[src/tsim_pkg.sv]
// Shared constants and types of the transport stream integrity monitor.
package tsim_pkg;

  localparam int unsigned PID_W      = 13;
  localparam int unsigned CC_DEPTH   = 8192;
  localparam int unsigned CC_ENTRY_W = 5;
  localparam int unsigned BYTE_W     = 8;
  localparam int unsigned CC_W       = 4;
  localparam int unsigned FIELD_W    = 48;
  localparam int unsigned WALL_W     = 48;
  localparam int unsigned PCR_W      = 42;
  localparam int unsigned BASE_LSB   = 15;
  localparam int unsigned EXT_W      = 9;
  localparam int unsigned DIFF_W     = PCR_W + 1;
  localparam int unsigned W5_W       = WALL_W + 3;
  localparam int unsigned P5_W       = PCR_W + 3;

  localparam int unsigned PADDR_W    = 3;
  localparam int unsigned PDATA_W    = 32;
  localparam logic [0:0]  REG_PCR_PID = 1'b0;

  // Header bit positions.
  localparam int unsigned CTL_ADAPT_BIT   = 5;
  localparam int unsigned CTL_PAYLOAD_BIT = 4;
  localparam int unsigned FLG_DISC_BIT    = 7;
  localparam int unsigned FLG_PCR_BIT     = 4;

  localparam logic [BYTE_W-1:0] SYNC_VALUE   = 8'h47;
  localparam logic [BYTE_W-1:0] ALEN_PCR_MIN = 8'd7;

  // PCR wraps at 2^33 * 300 ticks.
  localparam logic [PCR_W-1:0] PCR_WRAP = 42'd2576980377600;
  // A difference that drops below zero in 64-bit unsigned arithmetic folds
  // through 2^64; this is 2^64 modulo the wrap, added back in that case.
  localparam logic [PCR_W-1:0] WRAP_FOLD = 42'd2130303778816;
  localparam logic [PCR_W-1:0] PCR_MULT  = 42'd300;
  // Sixty seconds and half a second at 27 MHz.
  localparam logic [PCR_W-1:0] JUMP_MAX       = 42'd1620000000;
  localparam int unsigned      HALF_SEC_TICKS = 13500000;

  typedef struct packed {
    logic             sync_ok;
    logic [PID_W-1:0] pid;
    logic [CC_W-1:0]  cc;
    logic             payload;
    logic             disc;
  } cc_req_t;

  typedef struct packed {
    logic s1_fire;
    logic ld2;
    logic ld3;
    logic ld4;
  } pipe_ctl_t;

endpackage

[src/tsim_pcr_unit.sv]
// PCR extraction and plausibility pipeline against the arrival wall clock.
module tsim_pcr_unit (
  input  logic                          clk_i,
  input  logic                          rst_ni,
  input  tsim_pkg::pipe_ctl_t           ctl_i,
  input  logic                          found_i,
  input  logic [tsim_pkg::FIELD_W-1:0]  field_i,
  input  logic [tsim_pkg::WALL_W-1:0]   wall_i,
  output logic                          found_o,
  output logic                          err_o,
  output logic [tsim_pkg::PCR_W-1:0]    value_o
);

  localparam logic signed [tsim_pkg::DIFF_W-1:0] WrapS =
    $signed(tsim_pkg::DIFF_W'(tsim_pkg::PCR_WRAP));
  localparam logic signed [tsim_pkg::DIFF_W-1:0] FoldS =
    $signed(tsim_pkg::DIFF_W'(tsim_pkg::WRAP_FOLD));

  logic [tsim_pkg::PCR_W-1:0]          value1;
  logic                                have_q;
  logic [tsim_pkg::PCR_W-1:0]          prev_pcr_q;
  logic [tsim_pkg::WALL_W-1:0]         prev_wall_q;

  logic                                found2_q, have2_q;
  logic [tsim_pkg::PCR_W-1:0]          value2_q, last2_q;
  logic [tsim_pkg::WALL_W-1:0]         wall2_q, then2_q;

  logic                                found3_q, have3_q, gt3_q;
  logic [tsim_pkg::PCR_W-1:0]          value3_q;
  logic signed [tsim_pkg::DIFF_W-1:0]  d3_q;
  logic [tsim_pkg::WALL_W-1:0]         wdiff3_q;

  logic                                found4_q, have4_q, gt4_q;
  logic [tsim_pkg::PCR_W-1:0]          value4_q, p4_q;
  logic [tsim_pkg::W5_W-1:0]           w5c4_q;
  logic [tsim_pkg::WALL_W-1:0]         wdiff4_q;

  logic [tsim_pkg::PCR_W-1:0]          p_d;
  logic [tsim_pkg::W5_W-1:0]           w5c_d;
  logic [tsim_pkg::P5_W-1:0]           p5c;
  logic                                jump_ok;

  // Base sits in bits 47..15, extension in bits 8..0.
  assign value1 = tsim_pkg::PCR_W'(field_i[tsim_pkg::FIELD_W-1:tsim_pkg::BASE_LSB]) *
                  tsim_pkg::PCR_MULT +
                  tsim_pkg::PCR_W'(field_i[tsim_pkg::EXT_W-1:0]);

  // The previous PCR moves on as soon as an item with a PCR leaves the first stage,
  // so the next item already compares against it.
  always_ff @(posedge clk_i or negedge rst_ni) begin
    if (!rst_ni) begin
      have_q      <= 1'b0;
      prev_pcr_q  <= '0;
      prev_wall_q <= '0;
    end else if (ctl_i.s1_fire && found_i) begin
      have_q      <= 1'b1;
      prev_pcr_q  <= value1;
      prev_wall_q <= wall_i;
    end
  end

  always_comb begin
    if (d3_q >= WrapS) begin
      p_d = tsim_pkg::PCR_W'(d3_q - WrapS);
    end else if (!d3_q[tsim_pkg::DIFF_W-1]) begin
      p_d = tsim_pkg::PCR_W'(d3_q);
    end else if (d3_q >= -WrapS) begin
      p_d = tsim_pkg::PCR_W'(d3_q + WrapS);
    end else begin
      p_d = tsim_pkg::PCR_W'(d3_q + WrapS + FoldS);
    end
  end

  assign w5c_d = (tsim_pkg::W5_W'(wdiff3_q) << 2) + tsim_pkg::W5_W'(wdiff3_q) +
                 tsim_pkg::W5_W'(tsim_pkg::HALF_SEC_TICKS);

  always_ff @(posedge clk_i) begin
    if (ctl_i.ld2) begin
      found2_q <= found_i;
      have2_q  <= have_q;
      value2_q <= value1;
      last2_q  <= prev_pcr_q;
      wall2_q  <= wall_i;
      then2_q  <= prev_wall_q;
    end
    if (ctl_i.ld3) begin
      found3_q <= found2_q;
      have3_q  <= have2_q;
      value3_q <= value2_q;
      d3_q     <= $signed({1'b0, value2_q}) - $signed({1'b0, last2_q});
      wdiff3_q <= wall2_q - then2_q;
      gt3_q    <= wall2_q > then2_q;
    end
    if (ctl_i.ld4) begin
      found4_q <= found3_q;
      have4_q  <= have3_q;
      value4_q <= value3_q;
      p4_q     <= p_d;
      w5c4_q   <= w5c_d;
      wdiff4_q <= wdiff3_q;
      gt4_q    <= gt3_q;
    end
  end

  assign p5c = (tsim_pkg::P5_W'(p4_q) << 2) + tsim_pkg::P5_W'(p4_q) +
               tsim_pkg::P5_W'(tsim_pkg::HALF_SEC_TICKS);

  assign jump_ok = gt4_q && (p4_q != '0) && (p4_q < tsim_pkg::JUMP_MAX) &&
                   (tsim_pkg::W5_W'(p4_q) < w5c4_q) &&
                   (tsim_pkg::WALL_W'(p5c) > wdiff4_q);

  assign found_o = found4_q;
  assign err_o   = found4_q && have4_q && !jump_ok;
  assign value_o = found4_q ? value4_q : '0;

endmodule

[config.mk]
export PLATFORM = sky130hd
export DESIGN_NAME = tsim_pcr_unit
export DESIGN_NICKNAME = d
export VERILOG_FILES = /design/src/tsim_pkg.sv /design/src/tsim_pcr_unit.sv
export SDC_FILE = /design/constraint.sdc
export NUM_CORES = 1
export LEC_CHECK = 0
export BUFFER_PORTS_ARGS = -buffer_cell sky130_fd_sc_hd__clkbuf_2
export CAP_MARGIN = 40
export CORE_ASPECT_RATIO = 1.25
export CORE_MARGIN = 1.5
export CORE_UTILIZATION = 30
export CTS_CLUSTER_DIAMETER = 40
export DETAILED_ROUTE_END_ITERATION = 16
export PLACE_DENSITY = 0.52
export SYNTH_ARGS = -nofsm -noshare
export SYNTH_HDL_FRONTEND = slang
export SYNTH_SLANG_ARGS = --single-unit
[constraint.sdc]
create_clock -name clk_i -period 6.6 [get_ports clk_i]
set_clock_uncertainty 0.05 [all_clocks]
set_input_delay 0.33 -clock clk_i [delete_from_list [all_inputs] [get_ports clk_i]]
set_output_delay 0.33 -clock clk_i [all_outputs]
set_load 0.005 [all_outputs]
==> results_dict.tcl <==
set metrics [dict create \
    status "completed" \
    pre_cts_ws_ns 0.203 \
    setup_violations 0 \
    drv_cap 0 \
    p_leak_uw 0.0194 \
    slew_headroom_pct 32.0 \
    worstPathArrival_ns 5.83 \
    r2r_slack_ns 1.35 \
    die_y_um 400 \
    max_stage_delay_ns 0.48 \
    ys_ff_latch 593 \
    yosys.area.top_type "edfxtp_1" \
    r2r_cells 15 \
    path_max_fanout 4 \
    clock_path_buffers 3 \
    critPathSlowestCell "edfxtp_1" \
    root_buffer "clkbuf_16" \
    required_ns 6.22 \
    rows 145 \
    place.gp.congestion 0.860 \
    coreArea_um2 125000 \
    yosysUniqueCellTypes 86 \
    synth_ff_type "edfxtp_1" \
    synth.top_cell.area_share_pct 39.8 \
    numPortBuffers 140 \
    grt_max_degree 152 \
    finalHoldViolations 0 \
    htreeDepth 3 \
    mostFrequentLayoutCells "edfxtp_1 (502), inv_1 (470), ha_1 (460)" \
    min-delay-start "ctl_i[0]" \
    period_minus_slack_ns 6.21 \
    grt_pass1_wl_mm 144 \
    finalMaxSlewViolations 0 \
    dieArea_um2 128000 \
    gr-total-overflow 0 \
    dpl.hpwl_mm 70.4 \
    vias 25400 \
    reg2reg_from "wdiff3_q[3]" \
    wirelength_mm 90.9 \
    fin_ws_ns 0.391 \
    synth_edf_count 502 \
    timing.fmax_mhz 161 \
    avgSynthCellArea_um2 11.1 \
    grtUsageTotal_pct 14.3 \
    synthTopCellsByArea "edfxtp_1 (40%), ha_1 (16%), dfrtp_1 (6.0%)" \
    path_class "flop to primary output" \
    syn_area_um2 37900 \
    crit_path_cell_trace "ha_4 -> ha_1 -> a211o_1 -> a21oi_2 -> o21ai_2 -> a311o_1 -> a21oi_2 -> o21a_1 -> o21ai_4 -> a21oi_2 -> a2bb2oi_2 -> o31a_1 -> xnor2_1 -> ha_1 -> and4_4 -> nand3_4 -> nor3_2 -> buf_4 -> a221oi_2 -> o21ai_1 -> or3_1 -> o211ai_1 -> buf_4 -> buf_6" \
    async_flop_share_pct 15.3 \
    clock-sinks 593 \
    layout_commonest_cell "edfxtp_1" \
    grt_antenna_before_repair 7 \
    nets 4309 \
    power.density_nw_per_um2 479 \
    power_uw 21200 \
    antenna_left 0 \
    hold_depth 1 \
    path_clk_slew_ns 0.06 \
    post_drt_wl_per_cell_um 16.9 \
    start_kind "flop" \
    worstSetupEndpointType "primary output" \
    synthCells 3404 \
    die_w_um 321 \
    crit_path_frequent_cell "a21oi_2" \
    synth_seq_area_share_pct 45.8 \
    synth_fp_nets 4039 \
    area_delta_synth_final_pct 17.1 \
    ir_drop_uv 202 \
    insertion_delay_ns 0.66 \
    cts_tree "built" \
    grt_pass1_vias 26100 \
    drc 0 \
    r2r-end "w5c4_q[45]" \
    first_iter_violations 1093 \
    hp-class "input port to flop" \
    synth_warnings 0 \
    min_to "wdiff4_q[45]" \
    start_util_pct 30.2 \
    drive_gt1_share_pct 12.9 \
    drt-pass1-iter-count 4 \
    num_io_pins 147 \
    vias_per_cell 4.74 \
    numCtsBuffers 81 \
    period_share_pct 94.1 \
    worstMarginPinSlew_ns 1.02 \
]
==> kinds of logic after synthesis <==
logic type,Yosys count,share of synthesized area [%]
adders and majority gates,533,18.8
and+or+nand+nor,701,9.70
DFF,593,45.8
muxes,86,2.54
AOI/OAI and AO/OA,737,12.6
buffers and inverters,531,5.32
xor gates and xnor gates,223,5.16
==> area by class of cell <==
| class | count | area (um^2) |
|---|---|---|
| Timing Repair Buffer | 241 | 1650 |
| Clock buffer | 93 | 2120 |
| Tap cell | 1617 | 2020 |
| Multi-Input combinational cell | 2280 | 18800 |
| Inverter | 477 | 1790 |
| Sequential cell | 593 | 17400 |
| Antenna cell | 2 | 5.00 |
| Fill cell | 12600 | 80800 |
| Clock inverter | 59 | 638 |
==> repair_timing <==
action                                  CTS  global route
gates resized for setup                  19            41
setup buffers                             5            22
endpoints found under the hold margin   150             0
hold buffers                             54             0
pin swaps                                 8            32
endpoints found under the setup margin    1             1
==> Yosys cell counts (6+ instances only) <==
| cell type | instances |
|---|---|
| edfxtp_1 | 502 |
| inv_1 | 477 |
| ha_1 | 470 |
| a21oi_1 | 220 |
| nand2_1 | 162 |
| xnor2_1 | 151 |
| a21o_1 | 139 |
| nor2_1 | 129 |
| o21ai_0 | 126 |
| dfrtp_1 | 91 |
| mux2_2 | 81 |
| xor2_1 | 72 |
| nand3_1 | 65 |
| fa_1 | 62 |
| and2_1 | 54 |
| nand4_1 | 51 |
| o21a_1 | 48 |
| nor3_1 | 46 |
| nor2b_1 | 44 |
| clkbuf_1 | 39 |
| nand2b_1 | 38 |
| nor4_1 | 35 |
| a31oi_1 | 24 |
| o211ai_1 | 23 |
| o21bai_1 | 22 |
| a211oi_1 | 21 |
| and3_1 | 21 |
| o31ai_1 | 14 |
| buf_2 | 13 |
| or3_1 | 11 |
| a211o_1 | 9 |
| a221oi_1 | 8 |
| a21boi_0 | 7 |
| and4_1 | 7 |
| a311oi_1 | 6 |
| o31a_1 | 6 |
| or4_1 | 6 |
==> state kept, by name, indices dropped and copies added (netlist names), 43 cells and up <==
name,cells
wdiff4_q,46
prev_wall_q,48
d3_q,43
w5c4_q,51
then2_q,48
wdiff3_q,48
wall2_q,48
==> routing by layer <==
metal  vias to the layer above  global-route usage (%)  part of all wire (%)
li1                      12800                       -                     -
met1                     12100                    17.6                    44
met2                       348                    25.7                    51
met3                       121                    1.87                   3.0
met4                        12                    4.23                   2.4
met5                         -                       0                 0.089
==> metrics by stage <==
stage / cell area, um^2 / instances / hold slack, ns / setup TNS (ns) / utilization (%)
after global placement: 40600 / 5126 / 0.352 / 0 / 32.4
after detailed placement: 40600 / 5127 / 0.355 / 0 / 32.4
final: 44400 / 5362 / 0.0992 / 0 / 35.4
after CTS: 44000 / 5338 / 0.0522 / 0 / 35.1
after floorplan: 37900 / 3404 / -0.0156 / 0 / -
after global routing: 44300 / 5360 / 0.0876 / -0.00799 / 35.4
==> worst max-delay path: cells and delay by family (launching register included) <==
kind / cells / cell delay, ns
xor+xnor: 1 / 0.09
flops: 1 / 0.48
compound gates: 13 / 2.61
buf+inv: 3 / 0.38
fa+ha+maj: 3 / 0.92
simple gates: 4 / 0.68
==> how the worst max path moves through the flow <==
| stage | startpoint | end | slack (ns) | cells after the start |
|---|---|---|---|---|
| 2_1_floorplan | field_i[26] | value2_q[41] | 1.32 | 19 |
| 3_3_place_gp | p4_q[10] | err_o | 0.22 | 26 |
| 3_5_place_dp | p4_q[11] | err_o | 0.20 | 26 |
| 4_1_cts | p4_q[10] | err_o | 0.04 | 25 |
| 5_1_grt | p4_q[3] | err_o | -0.008 | 26 |
| 6_report | p4_q[2] | err_o | 0.39 | 24 |
==> power breakdown <==
part	total [uW]	internal [uW]	switching (uW)
clock network	4390	2560	1830
registers	6270	5600	669
logic	10600	4600	5960
No activity file was read; power rests on OpenSTA's default activity.
